===== src/hdl/ptss_pkg.sv =====
// ----------------------------------------------------------------------------
// ptss_pkg
// Shared types, codes and the half-step coil pattern for the pan/tilt
// half-step sequencer.
// ----------------------------------------------------------------------------
`default_nettype none

package ptss_pkg;

   localparam int POS_BITS   = 16;
   localparam int COUNT_BITS = 16;
   localparam int LIMIT_BITS = 16;
   localparam int COIL_BITS  = 4;
   localparam int PHASE_BITS = 3;

   localparam int CSR_ADDR_BITS = 3;
   localparam int CSR_DATA_BITS = 32;

   localparam logic [POS_BITS-1:0]   POS_RESET   = POS_BITS'(5000);
   localparam logic [LIMIT_BITS-1:0] LIMIT_RESET = LIMIT_BITS'(10000);

   typedef logic [POS_BITS-1:0]   pos_type;
   typedef logic [COUNT_BITS-1:0] count_type;
   typedef logic [LIMIT_BITS-1:0] limit_type;
   typedef logic [COIL_BITS-1:0]  coil_type;

   typedef enum logic [1:0] {
      OP_TICK = 2'd0,
      OP_MOVE = 2'd1,
      OP_STOP = 2'd2,
      OP_SET  = 2'd3
   } op_type;

   typedef enum logic [1:0] {
      DIR_UP    = 2'd0,
      DIR_DOWN  = 2'd1,
      DIR_LEFT  = 2'd2,
      DIR_RIGHT = 2'd3
   } dir_type;

   typedef enum logic [0:0] {
      REG_PAN_LIMIT  = 1'b0,
      REG_TILT_LIMIT = 1'b1
   } reg_type;

   typedef struct packed {
      coil_type  pan_coils;
      coil_type  tilt_coils;
      pos_type   pan_now;
      pos_type   tilt_now;
      count_type steps_done;
      logic      moving;
   } result_type;

   function automatic coil_type half_step(input logic [PHASE_BITS-1:0] phase);
      coil_type pattern;
      case (phase)
         3'd0:    pattern = 4'h8;
         3'd1:    pattern = 4'hc;
         3'd2:    pattern = 4'h4;
         3'd3:    pattern = 4'h6;
         3'd4:    pattern = 4'h2;
         3'd5:    pattern = 4'h3;
         3'd6:    pattern = 4'h1;
         3'd7:    pattern = 4'h9;
         default: pattern = 4'h0;
      endcase
      return pattern;
   endfunction

endpackage

`default_nettype wire


===== src/hdl/ptss_csr.sv =====
// ----------------------------------------------------------------------------
// ptss_csr
// Configuration registers: pan and tilt limits behind a simple APB port.
// ----------------------------------------------------------------------------
`default_nettype none

module ptss_csr (
   input  wire logic                                 clock,
   input  wire logic                                 reset,
   input  wire logic                                 csr_psel,
   input  wire logic                                 csr_penable,
   input  wire logic                                 csr_pwrite,
   input  wire logic [ptss_pkg::CSR_ADDR_BITS-1:0]   csr_paddr,
   input  wire logic [ptss_pkg::CSR_DATA_BITS-1:0]   csr_pwdata,
   output logic      [ptss_pkg::CSR_DATA_BITS-1:0]   csr_prdata,
   output logic                                      csr_pready,
   output ptss_pkg::limit_type                       pan_limit,
   output ptss_pkg::limit_type                       tilt_limit
);
   import ptss_pkg::*;

   limit_type pan_limit_ff, pan_limit_in;
   limit_type tilt_limit_ff, tilt_limit_in;
   logic      write_en;
   reg_type   reg_sel;

   assign csr_pready = 1'b1;
   assign write_en   = csr_psel & csr_penable & csr_pwrite;
   assign reg_sel    = reg_type'(csr_paddr[2]);

   always_comb begin
      pan_limit_in  = pan_limit_ff;
      tilt_limit_in = tilt_limit_ff;
      if (write_en) begin
         case (reg_sel)
            REG_PAN_LIMIT:  pan_limit_in  = csr_pwdata[LIMIT_BITS-1:0];
            REG_TILT_LIMIT: tilt_limit_in = csr_pwdata[LIMIT_BITS-1:0];
            default: ;
         endcase
      end
   end

   always_ff @(posedge clock) begin
      if (reset) begin
         pan_limit_ff  <= LIMIT_RESET;
         tilt_limit_ff <= LIMIT_RESET;
      end else begin
         pan_limit_ff  <= pan_limit_in;
         tilt_limit_ff <= tilt_limit_in;
      end
   end

   always_comb begin
      case (reg_sel)
         REG_PAN_LIMIT:  csr_prdata = CSR_DATA_BITS'(pan_limit_ff);
         REG_TILT_LIMIT: csr_prdata = CSR_DATA_BITS'(tilt_limit_ff);
         default:        csr_prdata = '0;
      endcase
   end

   assign pan_limit  = pan_limit_ff;
   assign tilt_limit = tilt_limit_ff;

endmodule

`default_nettype wire


===== src/hdl/ptss_core.sv =====
// ----------------------------------------------------------------------------
// ptss_core
// Axis state and the per-item update: tick, move, stop and set positions.
// ----------------------------------------------------------------------------
`default_nettype none

module ptss_core (
   input  wire logic                  clock,
   input  wire logic                  reset,
   input  wire logic                  accept,
   input  wire logic [1:0]            operation,
   input  wire logic [1:0]            direction,
   input  wire logic [15:0]           move_steps,
   input  wire logic [15:0]           new_pan_position,
   input  wire logic [15:0]           new_tilt_position,
   input  ptss_pkg::limit_type        pan_limit,
   input  ptss_pkg::limit_type        tilt_limit,
   output ptss_pkg::result_type       result
);
   import ptss_pkg::*;

   pos_type   pan_pos_ff, pan_pos_in;
   pos_type   tilt_pos_ff, tilt_pos_in;
   count_type progress_ff, progress_in;
   count_type target_ff, target_in;
   dir_type   dir_ff, dir_in;
   logic      run_ff, run_in;
   logic      tick_en_ff, tick_en_in;
   coil_type  pan_drive_ff, pan_drive_in;
   coil_type  tilt_drive_ff, tilt_drive_in;

   logic [PHASE_BITS-1:0] phase_fwd;
   logic [PHASE_BITS-1:0] phase_rev;
   logic                  at_end;

   assign phase_fwd = progress_ff[PHASE_BITS-1:0];
   assign phase_rev = ~phase_fwd;

   always_comb begin
      case (dir_ff)
         DIR_UP:    at_end = (tilt_pos_ff >= tilt_limit);
         DIR_DOWN:  at_end = (tilt_pos_ff == '0);
         DIR_LEFT:  at_end = (pan_pos_ff == '0);
         DIR_RIGHT: at_end = (pan_pos_ff >= pan_limit);
         default:   at_end = 1'b1;
      endcase
   end

   always_comb begin
      pan_pos_in    = pan_pos_ff;
      tilt_pos_in   = tilt_pos_ff;
      progress_in   = progress_ff;
      target_in     = target_ff;
      dir_in        = dir_ff;
      run_in        = run_ff;
      tick_en_in    = tick_en_ff;
      pan_drive_in  = pan_drive_ff;
      tilt_drive_in = tilt_drive_ff;
      if (accept) begin
         case (op_type'(operation))
            OP_TICK: begin
               if (tick_en_ff) begin
                  if (progress_ff == target_ff || at_end) begin
                     run_in = 1'b0;
                  end else begin
                     progress_in = progress_ff + 1'b1;
                     case (dir_ff)
                        DIR_UP: begin
                           tilt_drive_in = half_step(phase_rev);
                           tilt_pos_in   = tilt_pos_ff + 1'b1;
                        end
                        DIR_DOWN: begin
                           tilt_drive_in = half_step(phase_fwd);
                           tilt_pos_in   = tilt_pos_ff - 1'b1;
                        end
                        DIR_LEFT: begin
                           pan_drive_in = half_step(phase_fwd);
                           pan_pos_in   = pan_pos_ff - 1'b1;
                        end
                        default: begin
                           pan_drive_in = half_step(phase_rev);
                           pan_pos_in   = pan_pos_ff + 1'b1;
                        end
                     endcase
                  end
               end
            end
            OP_MOVE: begin
               dir_in      = dir_type'(direction);
               progress_in = '0;
               target_in   = move_steps;
               run_in      = 1'b1;
               tick_en_in  = 1'b1;
            end
            OP_STOP: begin
               tick_en_in    = 1'b0;
               run_in        = 1'b0;
               pan_drive_in  = '0;
               tilt_drive_in = '0;
            end
            default: begin
               pan_pos_in  = POS_BITS'(new_pan_position);
               tilt_pos_in = POS_BITS'(new_tilt_position);
            end
         endcase
      end
   end

   always_ff @(posedge clock) begin
      if (reset) begin
         pan_pos_ff    <= POS_RESET;
         tilt_pos_ff   <= POS_RESET;
         progress_ff   <= '0;
         target_ff     <= '0;
         dir_ff        <= DIR_UP;
         run_ff        <= 1'b0;
         tick_en_ff    <= 1'b0;
         pan_drive_ff  <= '0;
         tilt_drive_ff <= '0;
      end else begin
         pan_pos_ff    <= pan_pos_in;
         tilt_pos_ff   <= tilt_pos_in;
         progress_ff   <= progress_in;
         target_ff     <= target_in;
         dir_ff        <= dir_in;
         run_ff        <= run_in;
         tick_en_ff    <= tick_en_in;
         pan_drive_ff  <= pan_drive_in;
         tilt_drive_ff <= tilt_drive_in;
      end
   end

   assign result.pan_coils  = pan_drive_in;
   assign result.tilt_coils = tilt_drive_in;
   assign result.pan_now    = pan_pos_in[15:0];
   assign result.tilt_now   = tilt_pos_in[15:0];
   assign result.steps_done = progress_in;
   assign result.moving     = run_in;

endmodule

`default_nettype wire


===== src/hdl/ptss_rsp_reg.sv =====
// ----------------------------------------------------------------------------
// ptss_rsp_reg
// Result register: holds one item until the result channel takes it.
// ----------------------------------------------------------------------------
`default_nettype none

module ptss_rsp_reg (
   input  wire logic                  clock,
   input  wire logic                  reset,
   input  wire logic                  load,
   input  ptss_pkg::result_type       result,
   input  wire logic                  rsp_stall,
   output logic                       rsp_valid,
   output logic                       full_stall,
   output ptss_pkg::result_type       rsp_data
);
   import ptss_pkg::*;

   logic       valid_ff, valid_in;
   result_type data_ff, data_in;

   assign full_stall = valid_ff & rsp_stall;

   always_comb begin
      valid_in = valid_ff & rsp_stall;
      data_in  = data_ff;
      if (load) begin
         valid_in = 1'b1;
         data_in  = result;
      end
   end

   always_ff @(posedge clock) begin
      if (reset) begin
         valid_ff <= 1'b0;
      end else begin
         valid_ff <= valid_in;
      end
   end

   always_ff @(posedge clock) begin
      data_ff <= data_in;
   end

   assign rsp_valid = valid_ff;
   assign rsp_data  = data_ff;

endmodule

`default_nettype wire


===== src/hdl/pan_tilt_half_step_sequencer.sv =====
// ----------------------------------------------------------------------------
// pan_tilt_half_step_sequencer
// Half-step coil sequencer for a pan and a tilt four-coil stepper.
// ----------------------------------------------------------------------------
// One item is taken per clock. Each item updates the axis state in the cycle
// it is accepted and its single result appears in the output register on the
// next cycle. req_stall is high only while a result waits in that register
// and rsp_stall holds it (and during reset), so throughput is one item per
// cycle whenever the result side keeps up. Limits are written over the csr_
// port at byte addresses 0 (pan) and 4 (tilt).
`default_nettype none

module pan_tilt_half_step_sequencer (
   input  wire logic                                 clock,
   input  wire logic                                 reset,
   input  wire logic                                 req_valid,
   output logic                                      req_stall,
   input  wire logic [1:0]                           req_operation,
   input  wire logic [1:0]                           req_direction,
   input  wire logic [15:0]                          req_move_steps,
   input  wire logic [15:0]                          req_new_pan_position,
   input  wire logic [15:0]                          req_new_tilt_position,
   output logic                                      rsp_valid,
   input  wire logic                                 rsp_stall,
   output logic [3:0]                                rsp_pan_coils,
   output logic [3:0]                                rsp_tilt_coils,
   output logic [15:0]                               rsp_pan_now,
   output logic [15:0]                               rsp_tilt_now,
   output logic [15:0]                               rsp_steps_done,
   output logic                                      rsp_moving,
   input  wire logic                                 csr_psel,
   input  wire logic                                 csr_penable,
   input  wire logic                                 csr_pwrite,
   input  wire logic [ptss_pkg::CSR_ADDR_BITS-1:0]   csr_paddr,
   input  wire logic [ptss_pkg::CSR_DATA_BITS-1:0]   csr_pwdata,
   output logic      [ptss_pkg::CSR_DATA_BITS-1:0]   csr_prdata,
   output logic                                      csr_pready
);
   import ptss_pkg::*;

   limit_type  pan_limit;
   limit_type  tilt_limit;
   logic       accept;
   logic       full_stall;
   result_type result;
   result_type rsp_data;

   assign req_stall = reset | full_stall;
   assign accept    = req_valid & ~req_stall;

   ptss_csr u_csr (
      .clock       (clock),
      .reset       (reset),
      .csr_psel    (csr_psel),
      .csr_penable (csr_penable),
      .csr_pwrite  (csr_pwrite),
      .csr_paddr   (csr_paddr),
      .csr_pwdata  (csr_pwdata),
      .csr_prdata  (csr_prdata),
      .csr_pready  (csr_pready),
      .pan_limit   (pan_limit),
      .tilt_limit  (tilt_limit)
   );

   ptss_core u_core (
      .clock             (clock),
      .reset             (reset),
      .accept            (accept),
      .operation         (req_operation),
      .direction         (req_direction),
      .move_steps        (req_move_steps),
      .new_pan_position  (req_new_pan_position),
      .new_tilt_position (req_new_tilt_position),
      .pan_limit         (pan_limit),
      .tilt_limit        (tilt_limit),
      .result            (result)
   );

   ptss_rsp_reg u_rsp_reg (
      .clock      (clock),
      .reset      (reset),
      .load       (accept),
      .result     (result),
      .rsp_stall  (rsp_stall),
      .rsp_valid  (rsp_valid),
      .full_stall (full_stall),
      .rsp_data   (rsp_data)
   );

   assign rsp_pan_coils  = rsp_data.pan_coils;
   assign rsp_tilt_coils = rsp_data.tilt_coils;
   assign rsp_pan_now    = rsp_data.pan_now;
   assign rsp_tilt_now   = rsp_data.tilt_now;
   assign rsp_steps_done = rsp_data.steps_done;
   assign rsp_moving     = rsp_data.moving;

endmodule

`default_nettype wire


===== config.mk =====
export PLATFORM = sky130hd
export DESIGN_NAME = pan_tilt_half_step_sequencer
export DESIGN_NICKNAME = d
export VERILOG_FILES = /design/src/hdl/ptss_pkg.sv /design/src/hdl/ptss_csr.sv /design/src/hdl/ptss_core.sv /design/src/hdl/ptss_rsp_reg.sv /design/src/hdl/pan_tilt_half_step_sequencer.sv
export SDC_FILE = /design/constraint.sdc
export NUM_CORES = 1
export LEC_CHECK = 0
export BUFFER_PORTS_ARGS = -buffer_cell sky130_fd_sc_hd__buf_2
export CAP_MARGIN = 10
export CORE_MARGIN = 4
export CORE_UTILIZATION = 57
export DETAILED_ROUTE_END_ITERATION = 8
export PLACE_DENSITY = 0.9
export REMOVE_ABC_BUFFERS = 1
export SYNTH_ARGS = -nofsm -noshare
export SYNTH_HDL_FRONTEND = slang
export SYNTH_SLANG_ARGS = --single-unit

===== constraint.sdc =====
create_clock -name clock -period 4.1 [get_ports clock]
set_clock_uncertainty 0.1 [all_clocks]
set_input_delay 0.41 -clock clock [delete_from_list [all_inputs] [get_ports clock]]
set_output_delay 0.41 -clock clock [all_outputs]
set_load 0.02 [all_outputs]

# Word level (Yosys, flattened, before mapping)
# Memories as Yosys holds them, arrays and structs flattened. A register that Yosys moved wholly into a read port is not among the register bits.
# Index checks and enable logic that the tools add are counted.
totals:
  regBits: 166
  romBits: 128
  out_inout_bits: 92
  word_cells: 89
  mem_count: 4
mem_list:
  columns: ["name", "depth", "width", "read_ports", "rd_clocked_by_memory_dff", "write_ports", "line_no", "text"]
  rows:
  - ["(no name shown)", 8, 4, 1, 0, 0, "ptss_pkg.sv:57", "case (phase)"]
  - ["(no name shown)", 8, 4, 1, 1, 0, "ptss_pkg.sv:57", null]
  - ["(no name shown)", 8, 4, 1, 1, 0, "ptss_pkg.sv:57", null]
  - ["(no name shown)", 8, 4, 1, 0, 0, "ptss_pkg.sv:57", null]
op_classes:
  addsub: 5
  order_cmp: 2
  eq_ne: 6
  muxes: 34
  n_bitwise: 8
  reduce_logical: 12
ops:
  columns: ["cell", "n"]
  rows:
  - ["$pmux W16 S2", 5]
  - ["$mux W16", 9]
  - ["$pmux W32 S2", 1]
  - ["$add A16 B1 Y16 const B", 3]
  - ["$ge A16 B16 Y1", 2]
  - ["$logic_not A16 Y1", 2]
  - ["$pmux W4 S2", 4]
  - ["$sub A16 B1 Y16 const B", 2]
  - ["$mux W4", 6]
  - ["$eq A16 B16 Y1", 1]
  - ["$reduce_and A2 Y1", 4]
  - ["$eq A2 B2 Y1 const B", 3]
  - ["$mux W3", 2]
  - ["$and A1 B1 Y1", 4]
  - ["$eq A2 B1 Y1 const B", 2]
  - ["$logic_not A2 Y1", 2]
  - ["$mux W1", 4]
  - ["$pmux W1 S4", 1]
  - ["$reduce_or A2 Y1", 2]
  - ["$not A3 Y3", 1]
  - ["$pmux W1 S3", 1]
  - ["$not A1 Y1", 2]
  - ["$pmux W1 S2", 1]
  - ["$reduce_bool A2 Y1", 1]
  - ["other kinds (2)", 2]

# Longest topological paths before layout
logic_depth:
  word_depth: 8
  depth_mapped: 13
  depth_no_buf: 10

# Modules after synthesis
# A second synthesis with hierarchy kept.
unflattened:
  hier_cells: 1069
  hier_area_um2: 10014.6
modules_own_cells:
  columns: ["mod", "instances", "cells_per_inst", "area_each_um2"]
  rows:
  - ["ptss_core", 1, 845, 6597.6]
  - ["ptss_rsp_reg", 1, 61, 1747.9]
  - ["ptss_csr", 1, 161, 1655.3]
  - ["pan_tilt_half_step_sequencer", 1, 2, 13.8]

# Worst setup path after synthesis
# No wires, ideal clock.
synth_timing:
  path_kind: "register -> register"
  start: "register u_rsp_reg.valid_ff, in the netlist u_rsp_reg.rsp_valid"
  end: "register u_rsp_reg.data_ff (netlist bit u_rsp_reg.rsp_data[55]), data pin"
  setup_ps: 131
  arrival_time_ps: 3495
  required_time_ps: 3869
  path_slack_ps: 374
  path_stages_with_launch: 9
  period_less_slack_ps: 3726
  cell_sequence: "dfxtp_1 a21oi_1 nand2_1 inv_1 clkbuf_1 buf_1 nand2_1 o22ai_1 a22o_1"
synth_lines:
  columns: ["item", "line_no", "text"]
  rows:
  - ["start: declaration", "ptss_rsp_reg.sv:19", "logic valid_ff, valid_in;"]
  - ["start signal: assignment", "ptss_rsp_reg.sv:37", "valid_ff <= valid_in;"]
  - ["end signal: assignment", "ptss_rsp_reg.sv:42", "data_ff <= data_in;"]
  - ["end: declaration", "ptss_rsp_reg.sv:20", "result_type data_ff, data_in;"]

==> out/results.ini <==
[run_status]
status = complete, no violations

[floorplanning]
ios = 186
dieArea_um2 = 20000
die_x_um = 142
initial_core_util = 0.584
core-area_um2 = 17400
rows = 48
die_y_um = 142

[clocking]
cts_resized = 0
clock_sinks = 170
clkLatencyLatePin_ns = 0.44
clk_pin_slew_ns = 0.07
htreeDepth = 4
ctsLongestPathBuffers = 2
postCtsSetupRepairBufs = 0
cts_tree = done
clockRootBuffer = clkbuf_16
hold_buffers = 0
numCtsBuffers = 17

[logic_synthesis]
synth_area_leaders = dfxtp_1 22%, edfxtp_1 17%, ha_1 8.4%
yosysTopAreaCellShare = 0.222
yosys_register_bits = 170
yosysSeqAreaShare = 0.391
yosys.area.top_type = dfxtp_1
synth.distinct_cells = 86
synth_most_common_cell = nand2_1
ys_warn_count = 0
synthArstFlopShare = 0
ys_top_cells_by_count = 176 x nand2_1, 113 x dfxtp_1, 109 x a21oi_1, 80 x inv_1, 68 x ha_1
ys.flop_type = dfxtp_1
avgSynthCellArea_um2 = 8.73
synthesis.area_um2 = 10200
syn_inst = 1165
synth-edff-count = 57

[timing]
min_period_ns = 3.63
fin_ws_ns = 0.468
hold_viol = 0
slew_viol_final = 0
worstMarginPinSlew_ns = 1.15
relSlewSlack = 0.228
setup_tns_ns = 0
setup_viol = 0
min_period_over_period = 0.886
rsz0062_at_grt = false
max_freq_ghz = 0.275

[cells_and_area]
drive_gt1_frac = 0.174
diodes = 0
areaGrowthSynthToFinish_pct = 14.5
nNetsFinal = 1464

[worst_setup_path]
crit_top_cell = nor4_1
cp.arrival_ns = 3.68
cpLargestDelayFamily = compound AO/OA/AOI/OAI gates
worst_ep_required_time_ns = 4.15
cp_max_fo = 16
cp_num_buf_inv = 1
worst-setup-path-type = reg2reg
crit_path_start_kind = register
path_cells = nor2b_1 > buf_4 > ha_1 > a211oi_2 > o21ai_1 > a2111oi_4 > nor4_1 > o31ai_1 > a21boi_1 > nor4_1 > nor3_1
rrSetupSlack_ns = 0.47
worstReg2RegEnd = u_rsp_reg.rsp_data[32]
reg2reg_depth = 11
cp_slowest_cell = dfxtp_1
timing.rr.start = u_core.dir_ff[1]
critPathMaxStageDelay_ns = 0.49
crit_path_end_kind = register

[route]
dr.first_iter.drc_count = 1080
via_per_inst = 6.17
post_drt_wl_per_cell_um = 18.8
wl_um = 29000
drcViolationCount = 0
ant_nets = 0
vias = 9485
drt_first_pass_iters = 6

[pwr]
max-vdd-ir-drop_uv = 310
p_leak_nw = 4.85
powerDensity_nw_per_um2 = 337
power_mw = 3.93

[placed_design]
port-buffer-count = 150
gpl.final_weighted_congestion = 0.990
post-dp-hpwl_um = 21000
preCtsSetupSlack_ns = 0.587

[grt]
grt-ovfl-total = 0
grtUsageTotal = 0.286
grt_pass1_wl_um = 45800
grt_pass1_vias = 9004
grt_antenna_before_repair = 0
grt_max_degree = 69

[worst_hold_path]
hold_path_depth = 3
hold_end = u_core.target_ff[5]
worst_hold_path_type = in2reg
hp-start = req_move_steps[5]

[run]
maxCapViolCount = 0

==> power by group <==
part | internal, mW | total [mW] | switching, mW
Combinational | 0.165 | 0.486 | 0.321
Sequential | 1.79 | 1.82 | 0.0355
Clock | 0.909 | 1.62 | 0.708
==> cell families after synthesis <==
family / Yosys count / synth area share
adder cells (fa/ha/maj): 70 / 0.0876
AO/OA/AOI/OAI: 327 / 0.213
AND/OR/NAND/NOR: 373 / 0.177
flip-flops: 170 / 0.391
other: 2 / 0.000738
XOR/XNOR: 39 / 0.0336
buffers and inverters: 156 / 0.0676
multiplexers: 28 / 0.0293
==> worst max path at each step <==
stage / startpoint / endpoint / slack, ns / cells after the start
2_1_floorplan: u_rsp_reg.rsp_valid / u_rsp_reg.rsp_data[25] / -0.12 / 7
3_3_place_gp: u_core.dir_ff[1] / u_rsp_reg.rsp_data[29] / 0.63 / 11
3_5_place_dp: u_core.dir_ff[1] / u_rsp_reg.rsp_data[31] / 0.59 / 11
4_1_cts: u_core.dir_ff[1] / u_rsp_reg.rsp_data[32] / 0.56 / 11
5_1_grt: u_core.dir_ff[1] / u_rsp_reg.rsp_data[32] / 0.29 / 11
6_report: u_core.dir_ff[1] / u_rsp_reg.rsp_data[32] / 0.47 / 11
==> metrics by stage <==
step / area, µm² / std cells / utilization / hold WS [ns]
global route: 11600 / 1538 / 0.669 / 0.107
floorplan: 9850 / 1107 / - / 0.330
global placement: 11100 / 1506 / 0.635 / 0.342
finish: 11600 / 1538 / 0.669 / 0.0986
CTS: 11600 / 1538 / 0.669 / 0.0950
detailed placement: 11100 / 1506 / 0.635 / 0.348
==> layout make-up <==
| type | count | area, µm² |
|---|---|---|
| Tap cell | 225 | 282 |
| Sequential cell | 170 | 3970 |
| Multi-Input combinational cell | 854 | 5570 |
| Fill cell | 1404 | 5770 |
| Clock inverter | 11 | 138 |
| Timing Repair Buffer | 174 | 931 |
| Clock buffer | 21 | 440 |
| Inverter | 83 | 312 |
==> cells in the final DEF (no fill, tap or decap), types with 5 or more instances in the layout <==
master,count
o21ai_1,28
nor3_1,20
nand2_1,176
edfxtp_1,57
a211oi_1,6
or3_1,10
and3_1,14
o31ai_1,8
inv_1,79
a21oi_1,109
conb_1,17
buf_2,150
and4_1,5
a31oi_1,5
a22o_1,13
a22oi_1,9
dfxtp_1,113
a21o_1,11
o2bb2ai_1,6
nand2b_1,6
xor2_1,9
o21a_1,5
mux2i_1,23
xnor2_1,30
o22ai_1,9
nor4_1,15
nor2b_1,5
and2_1,20
nand4_1,15
nor2_1,50
o21ai_0,39
o211ai_1,16
a222oi_1,5
ha_1,68
clkbuf_16,17
nand3_1,22
buf_4,24
==> worst reg2reg max path, stage by stage, from the launching register on <==
cell,delay (ns)
dfxtp_1,0.49
nor2b_1,0.09
buf_4,0.22
ha_1,0.36
a211oi_2,0.27
o21ai_1,0.17
a2111oi_4,0.43
nor4_1,0.12
o31ai_1,0.30
a21boi_1,0.13
nor4_1,0.49
nor3_1,0.18
==> metal layers <==
metal / global-route usage / part of all wire / vias up
met2: 0.465 / 0.46 / 516
li1: - / - / 4452
met4: 0.126 / 0.041 / 0
met1: 0.374 / 0.40 / 4415
met5: 0 / 0 / -
met3: 0.0489 / 0.094 / 102
==> sequential cells by signal, indices dropped and copies added, names as in the netlist, named ones only <==
register,cells
u_rsp_reg.rsp_data,57
u_core.pan_pos_ff,16
u_core.progress_ff,16
u_core.target_ff,16
u_core.tilt_pos_ff,16
u_csr.pan_limit,16
u_csr.tilt_limit,16
u_core.pan_drive_ff,4
u_core.tilt_drive_ff,4
u_core.dir_ff,2
u_core.run_ff,1
u_core.tick_en_ff,1
u_rsp_reg.rsp_valid,1
Power figures use the tool's default switching activity.
